**config.mk**
```make
export PLATFORM = sky130hd
export DESIGN_NAME = temperature_alarm_daily_monitor_unit_flat
export DESIGN_NICKNAME = d
export VERILOG_FILES = /design/src/tadm_pkg.sv /design/src/tadm_req_if.sv /design/src/tadm_rsp_if.sv /design/src/tadm_divider.sv /design/src/temperature_alarm_daily_monitor_unit.sv /design/src/flat_wrapper.sv
export SDC_FILE = /design/constraint.sdc
export NUM_CORES = 1
export LEC_CHECK = 0
export BUFFER_PORTS_ARGS = -buffer_cell sky130_fd_sc_hd__buf_2
export CAP_MARGIN = 20
export CORE_ASPECT_RATIO = 1.1
export CORE_UTILIZATION = 62
export DETAILED_ROUTE_END_ITERATION = 12
export PLACE_DENSITY = 0.8
export SLEW_MARGIN = 20
export SYNTH_ARGS = -nofsm -noshare
export SYNTH_HDL_FRONTEND = slang
export SYNTH_SLANG_ARGS = --single-unit
```
**constraint.sdc**
```tcl
create_clock -name clock -period 6.6 [get_ports clock]
set_input_delay 0.66 -clock clock [delete_from_list [all_inputs] [get_ports clock]]
set_output_delay 0.66 -clock clock [all_outputs]
set_load 0.005 [all_outputs]
```
**src/tadm_pkg.sv**
```systemverilog
// Shared types, widths, register codes and the grading helper function of the temperature alarm monitor.
package tadm_pkg;

   localparam int TEMP_W              = 12;
   localparam int SPD_W               = 7;
   localparam int MINUTES_W           = 6;
   localparam int LIMIT_W             = 6;
   localparam int COUNT_OUT_W         = 7;
   localparam int ALERT_W             = 12;
   localparam int DATE_W              = 9;
   localparam int DAY_W               = 5;
   localparam int MONTH_W             = 4;
   localparam int CSR_W               = 12;
   localparam int CSR_IDX_W           = 3;
   localparam int DEFAULT_MAX_SAMPLES = 64;

   // Register indexes on the csr port
   localparam logic [CSR_IDX_W-1:0] REG_LOW_THRESHOLD     = 3'd0;
   localparam logic [CSR_IDX_W-1:0] REG_HIGH_THRESHOLD    = 3'd1;
   localparam logic [CSR_IDX_W-1:0] REG_SAMPLES_PER_DAY   = 3'd2;
   localparam logic [CSR_IDX_W-1:0] REG_SAMPLE_MINUTES    = 3'd3;
   localparam logic [CSR_IDX_W-1:0] REG_MAINTENANCE_LIMIT = 3'd4;

   localparam logic signed [TEMP_W-1:0] LOW_THRESHOLD_RST     = 12'sd80;
   localparam logic signed [TEMP_W-1:0] HIGH_THRESHOLD_RST    = 12'sd640;
   localparam logic [SPD_W-1:0]         SAMPLES_PER_DAY_RST   = 7'd48;
   localparam logic [MINUTES_W-1:0]     SAMPLE_MINUTES_RST    = 6'd30;
   localparam logic [LIMIT_W-1:0]       MAINTENANCE_LIMIT_RST = 6'd5;

   // Severity grades
   localparam logic [1:0] SEV_FINE     = 2'd0;
   localparam logic [1:0] SEV_SIMPLE   = 2'd1;
   localparam logic [1:0] SEV_MODERATE = 2'd2;
   localparam logic [1:0] SEV_CRITICAL = 2'd3;

   localparam logic [8:0] MODERATE_FROM  = 9'd5;
   localparam logic [8:0] CRITICAL_ABOVE = 9'd10;

   localparam logic [MONTH_W-1:0] LAST_MONTH = 4'd12;

   localparam logic [DAY_W-1:0] MONTH_LEN [16] = '{
      5'd31, 5'd31, 5'd28, 5'd31, 5'd30, 5'd31, 5'd30, 5'd31,
      5'd31, 5'd30, 5'd31, 5'd30, 5'd31, 5'd31, 5'd31, 5'd31
   };

   typedef enum logic [2:0] {
      ST_IDLE,
      ST_GRADE,
      ST_UPDATE,
      ST_DIVIDE,
      ST_EMIT
   } tadm_state_type;

   typedef struct packed {
      logic [1:0]                severity;
      logic                      false_alarm;
      logic                      report_valid;
      logic [DATE_W-1:0]         report_date;
      logic signed [TEMP_W-1:0]  mean_temp;
      logic signed [TEMP_W-1:0]  min_temp;
      logic signed [TEMP_W-1:0]  max_temp;
      logic [COUNT_OUT_W-1:0]    critical_count;
      logic [COUNT_OUT_W-1:0]    moderate_count;
      logic [COUNT_OUT_W-1:0]    simple_count;
      logic [ALERT_W-1:0]        alert_minutes;
      logic                      maintenance;
   } rsp_type;

   // Grade one sample against the band; the low edge is tested first.
   function automatic logic [1:0] grade_of(input logic signed [TEMP_W-1:0] t,
                                           input logic signed [TEMP_W-1:0] lo,
                                           input logic signed [TEMP_W-1:0] hi);
      logic signed [TEMP_W:0] d;
      logic [TEMP_W:0]        mag;
      logic [8:0]             k;
      if (t >= lo && t <= hi) begin
         return SEV_FINE;
      end
      if (t < lo) begin
         d = $signed({lo[TEMP_W-1], lo}) - $signed({t[TEMP_W-1], t});
      end else begin
         d = $signed({hi[TEMP_W-1], hi}) - $signed({t[TEMP_W-1], t});
      end
      mag = d[TEMP_W] ? $unsigned(-d) : $unsigned(d);
      k   = mag[TEMP_W:4];
      if (k < MODERATE_FROM) begin
         return SEV_SIMPLE;
      end
      if (k <= CRITICAL_ABOVE) begin
         return SEV_MODERATE;
      end
      return SEV_CRITICAL;
   endfunction

endpackage

```
**src/tadm_req_if.sv**
```systemverilog
// Sample channel: valid/ready handshake carrying one temperature.
interface tadm_req_if import tadm_pkg::*; ();
   logic                     valid;
   logic                     ready;
   logic signed [TEMP_W-1:0] temperature;

   modport source (output valid, output temperature, input ready);
   modport sink   (input valid, input temperature, output ready);
endinterface

```
**src/tadm_rsp_if.sv**
```systemverilog
// Result channel: valid/ready handshake carrying grade and daily report.
interface tadm_rsp_if import tadm_pkg::*; ();
   logic    valid;
   logic    ready;
   rsp_type data;

   modport source (output valid, output data, input ready);
   modport sink   (input valid, input data, output ready);
endinterface

```
**src/tadm_divider.sv**
```systemverilog
// Restoring serial divider, one quotient bit per cycle, unsigned operands.
module tadm_divider #(
   parameter int DVD_W = 18,
   parameter int DVS_W = 7
) (
   input  logic             clock,
   input  logic             reset,
   input  logic             start,
   input  logic [DVD_W-1:0] dividend,
   input  logic [DVS_W-1:0] divisor,
   output logic             done,
   output logic [DVD_W-1:0] quotient
);

   localparam int STEP_W = $clog2(DVD_W + 1);

   logic [DVS_W-1:0]  rem_ff, rem_in;
   logic [DVD_W-1:0]  quo_ff, quo_in;
   logic [DVS_W-1:0]  dvs_ff, dvs_in;
   logic [STEP_W-1:0] step_ff, step_in;
   logic              busy_ff, busy_in;
   logic              done_ff, done_in;
   logic [DVS_W:0]    trial;
   logic              fits;

   always_comb begin
      trial   = {rem_ff, quo_ff[DVD_W-1]};
      fits    = trial >= {1'b0, dvs_ff};
      rem_in  = rem_ff;
      quo_in  = quo_ff;
      dvs_in  = dvs_ff;
      step_in = step_ff;
      busy_in = busy_ff;
      done_in = 1'b0;
      if (start) begin
         rem_in  = '0;
         quo_in  = dividend;
         dvs_in  = divisor;
         step_in = STEP_W'(DVD_W);
         busy_in = 1'b1;
      end else if (busy_ff) begin
         rem_in  = fits ? DVS_W'(trial - {1'b0, dvs_ff}) : DVS_W'(trial);
         quo_in  = {quo_ff[DVD_W-2:0], fits};
         step_in = step_ff - 1'b1;
         if (step_ff == STEP_W'(1)) begin
            busy_in = 1'b0;
            done_in = 1'b1;
         end
      end
   end

   always_ff @(posedge clock) begin
      if (reset) begin
         busy_ff <= 1'b0;
         done_ff <= 1'b0;
         step_ff <= '0;
      end else begin
         busy_ff <= busy_in;
         done_ff <= done_in;
         step_ff <= step_in;
      end
      rem_ff <= rem_in;
      quo_ff <= quo_in;
      dvs_ff <= dvs_in;
   end

   assign done     = done_ff;
   assign quotient = quo_ff;

endmodule

```
**src/temperature_alarm_daily_monitor_unit.sv**
```systemverilog
// Temperature alarm monitor: grades samples, keeps daily statistics, reports each day.
//
// req_chan carries one temperature sample (1/16 degree, signed) per transaction.
// rsp_chan returns exactly one result per sample: severity grade, false alarm
// flag and, on the day's last sample, the daily report (date, mean, min, max,
// grade counts, alert minutes, maintenance flag); report fields are zero otherwise.
// csr_write/csr_index/csr_data write the thresholds, day length, sample minutes
// and maintenance limit; write them only while the block is idle.
// After a sample is accepted it passes ST_GRADE, ST_UPDATE and ST_EMIT, where its
// result is registered for rsp_chan, and the next sample is taken back in ST_IDLE;
// the day's last sample also passes ST_DIVIDE, where the serial divider forms the
// mean one quotient bit per cycle before ST_EMIT.
// req_chan.ready is high only while no sample is in work, so one sample is
// in flight at a time; a finished result sits in the output register while
// the next sample is taken, and a sample finishing before that register
// drains waits for rsp_chan.ready.
// Reset (synchronous) restores register defaults, clears the day and sets
// the date to January 1.
module temperature_alarm_daily_monitor_unit import tadm_pkg::*; #(
   parameter int MAX_SAMPLES = DEFAULT_MAX_SAMPLES
) (
   input  logic                 clock,
   input  logic                 reset,
   tadm_req_if.sink             req_chan,
   tadm_rsp_if.source           rsp_chan,
   input  logic                 csr_write,
   input  logic [CSR_IDX_W-1:0] csr_index,
   input  logic [CSR_W-1:0]     csr_data
);

   localparam int IDX_W = $clog2(MAX_SAMPLES);
   localparam int CNT_W = $clog2(MAX_SAMPLES + 1);
   localparam int SUM_W = TEMP_W + IDX_W;
   localparam logic [SPD_W-1:0] MAX_N = SPD_W'(MAX_SAMPLES);

   tadm_state_type state_ff, state_in;

   logic signed [TEMP_W-1:0] low_ff, low_in, high_ff, high_in;
   logic [SPD_W-1:0]         spd_ff, spd_in;
   logic [MINUTES_W-1:0]     minutes_ff, minutes_in;
   logic [LIMIT_W-1:0]       limit_ff, limit_in;

   logic signed [TEMP_W-1:0] temp_ff, temp_in;
   logic [1:0]               grade_ff, grade_in;
   logic [1:0]               hist0_ff, hist0_in, hist1_ff, hist1_in;
   logic [IDX_W-1:0]         idx_ff, idx_in;
   logic signed [SUM_W-1:0]  sum_ff, sum_in;
   logic signed [TEMP_W-1:0] min_ff, min_in, max_ff, max_in;
   logic [CNT_W-1:0]         crit_ff, crit_in, mod_ff, mod_in, simp_ff, simp_in;
   logic [CNT_W-1:0]         alert_ff, alert_in, false_ff, false_in;
   logic [DAY_W-1:0]         day_ff, day_in;
   logic [MONTH_W-1:0]       month_ff, month_in;
   logic                     neg_ff, neg_in;
   rsp_type                  res_ff, res_in, out_ff, out_in;
   logic                     out_valid_ff, out_valid_in;

   // update-step intermediates
   logic                          fa;
   logic signed [SUM_W-1:0]       sum_new;
   logic signed [TEMP_W-1:0]      min_new, max_new;
   logic [CNT_W-1:0]              crit_new, mod_new, simp_new, alert_new, false_new;
   logic [CNT_W-1:0]              count;
   logic [SPD_W-1:0]              n_eff;
   logic                          report;
   logic [CNT_W+MINUTES_W-1:0]    alert_prod;
   logic [DAY_W:0]                day_next;
   logic [TEMP_W-1:0]             q_low;

   logic                          div_start;
   logic [SUM_W-1:0]              div_dividend;
   logic                          div_done;
   logic [SUM_W-1:0]              div_quotient;

   tadm_divider #(
      .DVD_W (SUM_W),
      .DVS_W (CNT_W)
   ) u_divider (
      .clock    (clock),
      .reset    (reset),
      .start    (div_start),
      .dividend (div_dividend),
      .divisor  (count),
      .done     (div_done),
      .quotient (div_quotient)
   );

   // Configuration register writes
   always_comb begin
      low_in     = low_ff;
      high_in    = high_ff;
      spd_in     = spd_ff;
      minutes_in = minutes_ff;
      limit_in   = limit_ff;
      if (csr_write) begin
         unique case (csr_index)
            REG_LOW_THRESHOLD:     low_in     = $signed(csr_data[TEMP_W-1:0]);
            REG_HIGH_THRESHOLD:    high_in    = $signed(csr_data[TEMP_W-1:0]);
            REG_SAMPLES_PER_DAY:   spd_in     = csr_data[SPD_W-1:0];
            REG_SAMPLE_MINUTES:    minutes_in = csr_data[MINUTES_W-1:0];
            REG_MAINTENANCE_LIMIT: limit_in   = csr_data[LIMIT_W-1:0];
            default: ;
         endcase
      end
   end

   // Statistics for the sample in temp_ff/grade_ff
   always_comb begin
      fa = (grade_ff != SEV_FINE) && (hist0_ff == grade_ff) && (hist1_ff == grade_ff);
      sum_new = sum_ff + $signed({{(SUM_W-TEMP_W){temp_ff[TEMP_W-1]}}, temp_ff});
      if (idx_ff == '0) begin
         min_new = temp_ff;
         max_new = temp_ff;
      end else begin
         min_new = (temp_ff < min_ff) ? temp_ff : min_ff;
         max_new = (temp_ff > max_ff) ? temp_ff : max_ff;
      end
      crit_new  = crit_ff + CNT_W'(grade_ff == SEV_CRITICAL);
      mod_new   = mod_ff + CNT_W'(grade_ff == SEV_MODERATE);
      simp_new  = simp_ff + CNT_W'(grade_ff == SEV_SIMPLE);
      alert_new = alert_ff + CNT_W'(grade_ff != SEV_FINE);
      false_new = false_ff + CNT_W'(fa);
      count     = CNT_W'(idx_ff) + 1'b1;
      if (spd_ff == '0) begin
         n_eff = SPD_W'(1);
      end else if (spd_ff > MAX_N) begin
         n_eff = MAX_N;
      end else begin
         n_eff = spd_ff;
      end
      report       = SPD_W'(count) >= n_eff;
      alert_prod   = CNT_W'(alert_new) * (CNT_W+MINUTES_W)'(minutes_ff);
      day_next     = {1'b0, day_ff} + 1'b1;
      div_dividend = sum_new[SUM_W-1] ? $unsigned(-sum_new) : $unsigned(sum_new);
      q_low        = div_quotient[TEMP_W-1:0];
   end

   // Sequencer
   always_comb begin
      state_in     = state_ff;
      temp_in      = temp_ff;
      grade_in     = grade_ff;
      hist0_in     = hist0_ff;
      hist1_in     = hist1_ff;
      idx_in       = idx_ff;
      sum_in       = sum_ff;
      min_in       = min_ff;
      max_in       = max_ff;
      crit_in      = crit_ff;
      mod_in       = mod_ff;
      simp_in      = simp_ff;
      alert_in     = alert_ff;
      false_in     = false_ff;
      day_in       = day_ff;
      month_in     = month_ff;
      neg_in       = neg_ff;
      res_in       = res_ff;
      out_in       = out_ff;
      out_valid_in = out_valid_ff && !rsp_chan.ready;
      div_start    = 1'b0;
      req_chan.ready = 1'b0;

      unique case (state_ff)
         ST_IDLE: begin
            req_chan.ready = 1'b1;
            if (req_chan.valid) begin
               temp_in  = req_chan.temperature;
               state_in = ST_GRADE;
            end
         end
         ST_GRADE: begin
            grade_in = grade_of(temp_ff, low_ff, high_ff);
            state_in = ST_UPDATE;
         end
         ST_UPDATE: begin
            res_in              = '0;
            res_in.severity     = grade_ff;
            res_in.false_alarm  = fa;
            res_in.report_valid = report;
            if (report) begin
               res_in.report_date    = {month_ff, day_ff};
               res_in.min_temp       = min_new;
               res_in.max_temp       = max_new;
               res_in.critical_count = COUNT_OUT_W'(crit_new);
               res_in.moderate_count = COUNT_OUT_W'(mod_new);
               res_in.simple_count   = COUNT_OUT_W'(simp_new);
               res_in.alert_minutes  = ALERT_W'(alert_prod);
               res_in.maintenance    = 8'(false_new) > 8'(limit_ff);
               neg_in    = sum_new[SUM_W-1];
               div_start = 1'b1;
               // clear the day, advance the date
               idx_in   = '0;
               hist0_in = SEV_FINE;
               hist1_in = SEV_FINE;
               sum_in   = '0;
               min_in   = '0;
               max_in   = '0;
               crit_in  = '0;
               mod_in   = '0;
               simp_in  = '0;
               alert_in = '0;
               false_in = '0;
               if (day_next > {1'b0, MONTH_LEN[month_ff]}) begin
                  day_in   = DAY_W'(1);
                  month_in = (month_ff >= LAST_MONTH) ? MONTH_W'(1) : month_ff + 1'b1;
               end else begin
                  day_in = DAY_W'(day_next);
               end
               state_in = ST_DIVIDE;
            end else begin
               idx_in   = count[IDX_W-1:0];
               hist0_in = grade_ff;
               hist1_in = hist0_ff;
               sum_in   = sum_new;
               min_in   = min_new;
               max_in   = max_new;
               crit_in  = crit_new;
               mod_in   = mod_new;
               simp_in  = simp_new;
               alert_in = alert_new;
               false_in = false_new;
               state_in = ST_EMIT;
            end
         end
         ST_DIVIDE: begin
            if (div_done) begin
               res_in.mean_temp = neg_ff ? $signed(-q_low) : $signed(q_low);
               state_in = ST_EMIT;
            end
         end
         ST_EMIT: begin
            // hold until the output register is free
            if (!out_valid_ff || rsp_chan.ready) begin
               out_in       = res_ff;
               out_valid_in = 1'b1;
               state_in     = ST_IDLE;
            end
         end
         default: state_in = ST_IDLE;
      endcase
   end

   always_ff @(posedge clock) begin
      if (reset) begin
         state_ff <= ST_IDLE;
      end else begin
         state_ff <= state_in;
      end
   end

   always_ff @(posedge clock) begin
      if (reset) begin
         low_ff       <= LOW_THRESHOLD_RST;
         high_ff      <= HIGH_THRESHOLD_RST;
         spd_ff       <= SAMPLES_PER_DAY_RST;
         minutes_ff   <= SAMPLE_MINUTES_RST;
         limit_ff     <= MAINTENANCE_LIMIT_RST;
         hist0_ff     <= SEV_FINE;
         hist1_ff     <= SEV_FINE;
         idx_ff       <= '0;
         sum_ff       <= '0;
         min_ff       <= '0;
         max_ff       <= '0;
         crit_ff      <= '0;
         mod_ff       <= '0;
         simp_ff      <= '0;
         alert_ff     <= '0;
         false_ff     <= '0;
         day_ff       <= DAY_W'(1);
         month_ff     <= MONTH_W'(1);
         out_valid_ff <= 1'b0;
      end else begin
         low_ff       <= low_in;
         high_ff      <= high_in;
         spd_ff       <= spd_in;
         minutes_ff   <= minutes_in;
         limit_ff     <= limit_in;
         hist0_ff     <= hist0_in;
         hist1_ff     <= hist1_in;
         idx_ff       <= idx_in;
         sum_ff       <= sum_in;
         min_ff       <= min_in;
         max_ff       <= max_in;
         crit_ff      <= crit_in;
         mod_ff       <= mod_in;
         simp_ff      <= simp_in;
         alert_ff     <= alert_in;
         false_ff     <= false_in;
         day_ff       <= day_in;
         month_ff     <= month_in;
         out_valid_ff <= out_valid_in;
      end
      temp_ff  <= temp_in;
      grade_ff <= grade_in;
      neg_ff   <= neg_in;
      res_ff   <= res_in;
      out_ff   <= out_in;
   end

   assign rsp_chan.valid = out_valid_ff;
   assign rsp_chan.data  = out_ff;

endmodule
```
**src/flat_wrapper.sv**
```systemverilog
// flat-port wrapper written by rule: the top's interface ports become plain ports
module temperature_alarm_daily_monitor_unit_flat import tadm_pkg::*;
#(
   parameter int MAX_SAMPLES = DEFAULT_MAX_SAMPLES
)
  (clock, reset, csr_write, csr_index, csr_data, req_chan_valid, req_chan_temperature, req_chan_ready, rsp_chan_valid, rsp_chan_data, rsp_chan_ready);
  tadm_req_if req_chan_i ();
  tadm_rsp_if rsp_chan_i ();
  input  logic clock;
  input  logic reset;
  input  logic csr_write;
  input  logic [CSR_IDX_W-1:0] csr_index;
  input  logic [CSR_W-1:0] csr_data;
  input wire logic [$bits(req_chan_i.valid)-1:0] req_chan_valid;
  input wire logic [$bits(req_chan_i.temperature)-1:0] req_chan_temperature;
  output wire logic [$bits(req_chan_i.ready)-1:0] req_chan_ready;
  output wire logic [$bits(rsp_chan_i.valid)-1:0] rsp_chan_valid;
  output wire logic [$bits(rsp_chan_i.data)-1:0] rsp_chan_data;
  input wire logic [$bits(rsp_chan_i.ready)-1:0] rsp_chan_ready;
  assign req_chan_i.valid = req_chan_valid;
  assign req_chan_i.temperature = req_chan_temperature;
  assign req_chan_ready = req_chan_i.ready;
  assign rsp_chan_valid = rsp_chan_i.valid;
  assign rsp_chan_data = rsp_chan_i.data;
  assign rsp_chan_i.ready = rsp_chan_ready;
  temperature_alarm_daily_monitor_unit #(.MAX_SAMPLES(MAX_SAMPLES)) u_core (.clock(clock), .reset(reset), .req_chan(req_chan_i), .rsp_chan(rsp_chan_i), .csr_write(csr_write), .csr_index(csr_index), .csr_data(csr_data));
endmodule
```
# After elaboration in Yosys (flattened, before gate mapping)

Memories as Yosys holds them, arrays and structs flattened.
Cells that the tools add are included.
Widths: inputs -> output; s select.

Register bits after elaboration: 363
Bits in read-only memories: 80
Input bits: 32
Output and inout bits: 85
Logic and storage cells: 195
Memories: 1

Add/subtract/negate cells: 16
Multiply operators: 1
$lt $le $gt $ge: 14
Equality and inequality tests: 17
Mux-type cells: 63
Bitwise gates (word level): 2
Reduce and logical (&&, ||, !) cells: 27

Memory list:

| name            | depth | bits a word | rd ports | clocked after Yosys merged registers in | wr ports | RTL line                                    | RTL |
|---|---|---|---|---|---|---|---|
| (no name shown) | 16    | 5           | 1        | 0                                       | 0        | temperature_alarm_daily_monitor_unit.sv:202 | `if (day_next > {1'b0, MONTH_LEN[month_ff]}) begin` |

Operators by type and width:

| kind               | number |
|---|---|
| $mux 12            | 8 |
| $mux 18            | 4 |
| $mux 7             | 8 |
| $mux 13            | 4 |
| $add 7x1->7        | 5 |
| $sub 12x12->13     | 2 |
| $mux 5             | 5 |
| $lt 12x12->1       | 2 |
| $pmux 12 s2        | 1 |
| $add 18x12->18     | 1 |
| $mux 1             | 18 |
| $neg 18->18        | 1 |
| $reduce_and 2->1   | 9 |
| $mux 2             | 8 |
| $pmux 3 s5         | 1 |
| $neg 13->13        | 1 |
| $eq 3x2->1 const B | 4 |
| $ge 12x12->1       | 1 |
| $gt 12x12->1       | 1 |
| $le 12x12->1       | 1 |
| $mul 7x6->12       | 1 |
| $mux 3             | 4 |
| $neg 12->12        | 1 |
| $le 9x4->1 const B | 1 |
| 35 further kinds   | 48 |

# Longest topological paths before layout

Gate-level depths: netlist of run 1.

Depth in word-level cells: 18
Mapped depth: 22
Mapped depth without buffers: 22

# Cells and area by module

A second synthesis of run 1 with hierarchy kept.

Cell total of the unflattened synthesis: 1912
Area, all modules: 19276.0 um2

By module, submodules not included:

| module                               | instances | cells an instance | area an instance (um2) | seq. area each (um2) |
|---|---|---|---|---|
| temperature_alarm_daily_monitor_unit | 1         | 1738              | 17232.8                | 8298.0 |
| tadm_divider                         | 1         | 174               | 2043.2                 | 1031.0 |

# Least setup slack after synthesis of run 1

No wires, ideal clock.

Path kind: register to register
From: register u_core.grade_ff[1]
To: register u_core.res_ff[12] (netlist name) (data pin)
Setup time: 266 ps
Arrival time: 4461 ps
Data required time: 6334 ps
Setup slack: 1873 ps
Cell stages (with the launch flop): 22
Buffers on the path: 0
Clock period less this slack: 4727 ps
Path through: edfxtp_1 > or2_2 > ha_1 > ha_1 > xor2_1 > nand2_1 > fa_1 > inv_1 > ha_1 > inv_1 > fa_1 > inv_1 > fa_1 > a21oi_1 > nor2_1 > nor2_1 > o21bai_1 > a21oi_1 > o21bai_1 > a21oi_1 > xnor2_1 > nor2_1

Cells in the longest elaborated chain, start to end: 3

Ends and longest elaborated chain:

| what                   | RTL line                                    | RTL |
|---|---|---|
| from (decl)            | temperature_alarm_daily_monitor_unit.sv:44  | `logic [1:0] grade_ff, grade_in;` |
| from (signal assigned) | temperature_alarm_daily_monitor_unit.sv:293 | `grade_ff <= grade_in;` |
| $reduce_bool 2->1      | temperature_alarm_daily_monitor_unit.sv:120 | `alert_new = alert_ff + CNT_W'(grade_ff != SEV_FINE);` |
| $add 7x1->7            | temperature_alarm_daily_monitor_unit.sv:120 |  |
| $mul 7x6->12           | temperature_alarm_daily_monitor_unit.sv:131 | `alert_prod = CNT_W'(alert_new) * (CNT_W+MINUTES_W)'(minutes_ff);` |
| to (signal assigned)   | temperature_alarm_daily_monitor_unit.sv:295 | `res_ff <= res_in;` |
| to (decl)              | temperature_alarm_daily_monitor_unit.sv:54  | `rsp_type res_ff, res_in, out_ff, out_in;` |

No other way between the ends.
A chain may end at the register's enable or synchronous reset.

# Worst setup path in the final report of run 1

Ends and elaborated chain as after synthesis.

==> results of run 1 <==
[area by class of cell]
class                           instances  area, um^2  share of cell area, %
Timing Repair Buffer                  124         643                   2.97
Tap cell                              414         518                   2.39
Multi-Input combinational cell       1380        9390                   43.3
Sequential cell                       363        9330                   43.1
Inverter                              126         475                   2.19
Clock buffer                           49        1030                   4.77
Clock inverter                         21         283                   1.30
[cells in the final DEF, fill, tap and decap left out, types with 21 or more instances in the layout]
| cell type | netlist | final |
|---|---|---|
| dfxtp_1 | 157 | 157 |
| o21ai_0 | 58 | 58 |
| buf_2 | 10 | 115 |
| a21o_1 | 21 | 21 |
| nor2_1 | 159 | 159 |
| nand2_1 | 235 | 234 |
| clkbuf_16 | 0 | 38 |
| fa_1 | 24 | 24 |
| inv_1 | 123 | 123 |
| a21oi_1 | 134 | 133 |
| mux2i_1 | 27 | 27 |
| xor2_1 | 41 | 41 |
| and2_1 | 46 | 46 |
| xnor2_1 | 54 | 54 |
| ha_1 | 126 | 126 |
| nor3_1 | 28 | 27 |
| edfxtp_1 | 206 | 206 |
| nand3_1 | 84 | 84 |
[metal layers]
| metal | vias to the layer above | share of wire, % | track usage [%] |
|---|---|---|---|
| met4 | 2 | 2.8 | 9.31 |
| met3 | 95 | 5.7 | 3.86 |
| li1 | 7150 | - | - |
| met2 | 480 | 50 | 47.7 |
| met1 | 7020 | 42 | 34.7 |
| met5 | - | 0.030 | 0 |
[worst paths after layout]
check | from | end | slack (ns) | depth (start not counted)
max | u_core.grade_ff[1] | u_core.res_ff[12] | 1.37 | 21
min | req_chan_temperature[3] | u_core.temp_ff[3] | 0.30 | 1
max reg2reg | u_core.grade_ff[1] | u_core.res_ff[12] | 1.37 | 21
min reg2reg | u_core.res_ff[58] | u_core.rsp_chan.data[58] | 0.41 | 0
[stage by stage]
| stage | setup WS [ns] | std cells | hold slack [ns] | instance area [um^2] | power [mW] |
|---|---|---|---|---|---|
| final | 1.37 | 2477 | 0.301 | 21700 | 5.38 |
| after global routing | 1.08 | 2477 | 0.283 | 21700 | 5.57 |
| after CTS | 1.35 | 2477 | 0.288 | 21700 | 5.40 |
| after detailed placement | 1.37 | 2407 | 0.405 | 20300 | 3.18 |
| after global placement | 1.52 | 2407 | 0.401 | 20300 | 3.16 |
| after floorplan | 1.87 | 1953 | 0.400 | 19500 | 3.01 |
[state kept, by name (all words and copies together), names as in the netlist, 12 cells and up]
name	cells
u_core.temp_ff	12
u_core.max_ff	12
u_core.res_ff	83
u_core.rsp_chan.data	83
u_core.low_ff	12
u_core.high_ff	12
u_core.u_divider.quotient	18
u_core.min_ff	12
u_core.sum_ff	18
[cells by family (layout without fill, tap and decap cells)]
logic type	count (synthesis)	count (layout)
adder cells (fa/ha/maj)	150	150
AND/OR/NAND/NOR	691	691
multiplexers	32	32
flip-flops	363	363
buffers and inverters	210	320
XOR/XNOR	96	96
AO/OA/AOI/OAI	411	411
[power by group]
group	total, mW	leakage, nW	switching [mW]	internal (mW)
Sequential	2.50	3.14	0.0545	2.45
Combinational	0.640	4.53	0.402	0.239
Clock	2.23	0.628	0.880	1.35
Total	5.38	8.30	1.34	4.04
==> flow_summary.toml, run 1 <==
[worst_setup_path]
worst-path-buf-inv = 2
startpoint_type = "flip-flop"
cp_slowest_cell = "fa_1"
endpoint_kind = "flip-flop"
cp.arrival_ns = 5.47
crit_type = "flip-flop to flip-flop"
worstPathRequired_ns = 6.84
slowest_delay_ns = 0.56
path_cells = "or2_2 > ha_1 > ha_1 > nand3_1 > xnor2_1 > and2_1 > fa_1 > inv_1 > fa_1 > fa_1 > inv_1 > ha_1 > a21oi_1 > nor2_1 > nor2_1 > o21bai_1 > a21oi_1 > o21bai_1 > a21oi_1 > xnor2_1 > nor2_1"
path_max_fanout = 7
path_delay_family = "adder cells"

[sta]
drv_slew = 0
fmax_ghz = 0.191
setup_viol = 0
min_period_ns = 5.23
skew_ns = 0.0131
finalHoldViolCount = 0
relSlewSlack_pct = 29.9
setup-tns-final_ns = 0
period_share_pct = 79.3
tightest_slew_ns = 1.05
rsz0062_at_grt = "false"

[floorplan]
start_util_pct = 63.6
ios = 117
die_h_um = 188
die_x_um = 171
dieArea_um2 = 32200
rows = 67
core-area_um2 = 30700

[logic_synthesis]
synth_top_area_share_pct = 31.7
syn_area_per_cell_um2 = 10.0
syn_area_um2 = 19500
synth-compound-area-share_pct = 14.4
synth.area.mux_share_pct = 1.70
ys_top_cells_by_count = "nand2_1, edfxtp_1, nor2_1, dfxtp_1, a21oi_1"
synth-simple-area-share_pct = 16.9
synth_cell_types = 90
synth_warnings = 0
synthCells = 1953
yosysSeqAreaShare_pct = 47.8
synth_top_family_by_area = "simple AND/OR/NAND/NOR gates"
yosysTopAreaCell = "edfxtp_1"
synth_xor_area_share_pct = 4.35
synth_adder_area_share_pct = 10.5
synth-edff-count = 206
async_flop_share_pct = 0
synth_seq_cells = 363
synth_area_leaders = "edfxtp_1, dfxtp_1, ha_1"
syn_nets = 2135
yosysMostFrequentCell = "nand2_1"
synthFlopType = "edfxtp_1"

[run]
cap_violations = 0

[clock_network]
ctsHoldBuffers = 0
insertion_delay_ns = 0.53
cts_tree = "done"
clk_pin_slew_worst_paths_ns = 0.06
cts_inserted_buffers = 38
htree_levels = 2
cts_resized = 0
clock_path_buffers = 3
cts_root_buf = "clkbuf_16"
cts_sinks = 363
cts_setup_buffers = 0

[place]
place.port_buffers = 116
place_congestion = 0.923
dp_hpwl_mm = 30.0

[power]
vdd_drop_max_uv = 223
p_leak_nw = 8.30
pwr_density_cell_nw_per_um2 = 248

[drt]
num_vias = 14700
wl_per_cell_um = 17.4
wl_mm = 43.0
via_per_inst = 5.95
drt_iter0_drc = 1138
dr.pass1.iters = 5
ant_nets = 0
drc = 0

[grt]
grt_antenna_before_repair = 1
overflow = 0
grt_pass1_wl_mm = 71.0
globalRouteTotalUtil_pct = 27.4
grt_max_degree = 94
first_global_vias = 14400

[final_layout]
final_layout_size_suffix_gt1_share_pct = 11.6
synthToLayoutAreaGrowth_pct = 11.0
fillCellCount = 2261
final_util_pct = 70.6
diodes = 0
nNetsFinal = 2215

[run_status]
status = "finished clean"

[worst_hold_path]
hold_class = "input pin to flip-flop"
Power figures use the tool's default switching activity.
==> inputs of run 2 (changes only) <==
Settings changed: CORE_UTILIZATION 62 to 56, PLACE_DENSITY 0.8 to 0.76.
Clock period 6.6 ns to 4.41 ns, I/O delays scaled along.
==> flow_summary.toml, run 2 (same netlist as run 1, synthesis figures left out) <==
[worst_setup_path]
path_cells = "or2_4 > ha_4 > ha_4 > nand3_4 > xnor2_4 > and2_4 > fa_1 > inv_2 > fa_1 > fa_1 > inv_2 > ha_4 > a21oi_2 > nor2_1 > nor2_1 > o21bai_1 > a21oi_2 > o21bai_1 > a21oi_1 > xnor2_1 > nor2_1"
path_max_fanout = 5
reg2reg_to = "u_core.res_ff[12]"
r2r_start = "u_core.grade_ff[1]"
cp.arrival_ns = 4.81
startpoint_type = "flip-flop"
cp_slowest_cell = "fa_1"
r2r_slack_ns = -0.13
crit_type = "flip-flop to flip-flop"
endpoint_kind = "flip-flop"
worstPathRequired_ns = 4.68
slowest_delay_ns = 0.54
r2r_cells = 21

[place]
dp_hpwl_mm = 30.9
place_congestion = 0.873
placed_cell_area_um2 = 20700
place.port_buffers = 116

[clock_network]
insertion_delay_ns = 0.54
clk_pin_slew_worst_paths_ns = 0.06
cts_tree = "done"
htree_levels = 2
cts_root_buf = "clkbuf_16"
cts_inserted_buffers = 38
ctsHoldBuffers = 0
clock_path_buffers = 3
cts_sinks = 363

[final_layout]
synthToLayoutAreaGrowth_pct = 13.6
nNetsFinal = 2257
fillCellCount = 2703
final_common_cell = "nand2_1"
final_layout_size_suffix_gt1_share_pct = 14.2
final_area_um2 = 22200
most-common-layout-cells = "nand2_1, edfxtp_1, nor2_1, dfxtp_1, a21oi_1"

[drt]
drc = 0
wl_mm = 43.6
dr.pass1.iters = 6
ant_nets = 0
num_vias = 14900
drt_iter0_drc = 1067
via_per_inst = 5.86
wl_per_cell_um = 17.2

[grt]
grt_max_degree = 93
globalRouteTotalUtil_pct = 24.8
overflow = 0
first_global_vias = 14800
grt_pass1_wl_mm = 72.0
grt_antenna_before_repair = 3

[run_status]
failed_checks = "setup timing"
status = "finished with violations"

[worst_hold_path]
hold_class = "input pin to flip-flop"
hold-path-endpoint = "u_core.temp_ff[10]"
worstHoldPathCells = 1
hp-start = "req_chan_temperature[10]"

[sta]
min_period_ns = 4.54
skew_ns = 0.0122
tightest_slew_ns = 1.15
relSlewSlack_pct = 23.5
setup_viol = 2
whs_ns = 0.0806
setup_slack_ns = -0.127
period_share_pct = 103
fmax_ghz = 0.220
drv_slew = 0
finalHoldViolCount = 0
rsz0062_at_grt = "true"

[floorplan]
start_util_pct = 56.9
rows = 71
core-area_um2 = 34300
ios = 117
die_h_um = 198
die_x_um = 180
dieArea_um2 = 35600

[power]
pwr_density_cell_nw_per_um2 = 365
p_leak_nw = 8.54
vdd_drop_max_uv = 291

[run]
cap_violations = 0
==> run 2: metal layers <==
| layer | vias to the layer above | wire [um] | GRT usage [%] |
|---|---|---|---|
| met3 | 110 | 2140 | 4.18 |
| met2 | 371 | 21600 | 44.4 |
| li1 | 7234 | - | - |
| met1 | 7165 | 18400 | 29.7 |
| met4 | 4 | 1470 | 10.4 |
| met5 | - | 26 | 0 |
==> run 2: where the power goes <==
part | switching [mW] | total [mW] | internal, mW | leakage, nW
logic | 0.636 | 1.02 | 0.384 | 4.77
registers | 0.0578 | 3.72 | 3.67 | 3.14
clock network | 1.32 | 3.35 | 2.03 | 0.626
total | 2.02 | 8.10 | 6.08 | 8.54
==> run 2: worst max path at each step <==
stage                            start                end  slack [ns]  cells past startpoint
floorplan           u_core.grade_ff[0]  u_core.res_ff[12]      -0.009                     22
global placement    u_core.grade_ff[0]  u_core.res_ff[12]       -0.03                     21
detailed placement  u_core.grade_ff[0]  u_core.res_ff[12]       -0.12                     21
CTS                 u_core.grade_ff[0]  u_core.res_ff[12]       -0.07                     20
global route        u_core.grade_ff[1]  u_core.res_ff[12]       -0.31                     21
finish              u_core.grade_ff[1]  u_core.res_ff[12]       -0.13                     21
==> run 2: through the flow <==
step                setup TNS (ns)  total power [mW]  util [%]  setup slack (ns)  std cells
floorplan                 -0.00865              4.52         -          -0.00865       1953
global placement           -0.0517              4.76      60.5           -0.0265       2465
detailed placement          -0.224              4.79      60.5            -0.122       2465
CTS                         -0.113              8.13      64.3           -0.0698       2535
global route                -0.661              8.41      64.7            -0.314       2542
finish                      -0.171              8.10      64.7            -0.127       2542
==> run 2: final cells by class <==
| cell class | instances | area (um^2) | area share (%) |
|---|---|---|---|
| Multi-Input combinational cell | 1380 | 9540 | 43.0 |
| Sequential cell | 363 | 9330 | 42.1 |
| Clock buffer | 45 | 998 | 4.50 |
| Timing Repair Buffer | 166 | 995 | 4.48 |
| Tap cell | 438 | 548 | 2.47 |
| Inverter | 126 | 475 | 2.14 |
| Clock inverter | 23 | 297 | 1.34 |
| Antenna cell | 1 | 2.50 | 0.0113 |
==> run 2: worst max-delay path: cells and delay by family, from the launching register on <==
kind | cells | cell delay (ns)
compound gates | 5 | 0.67
flops | 1 | 0.39
simple gates | 6 | 0.79
xor+xnor | 2 | 0.23
buf+inv | 2 | 0.09
fa+ha+maj | 6 | 2.10
==> run 2: timing repair <==
item / CTS / global route
resized for setup: 2 / 20
pin swaps: 5 / 27
setup endpoints to repair: 2 / 5
buffers inserted: 2 / 6
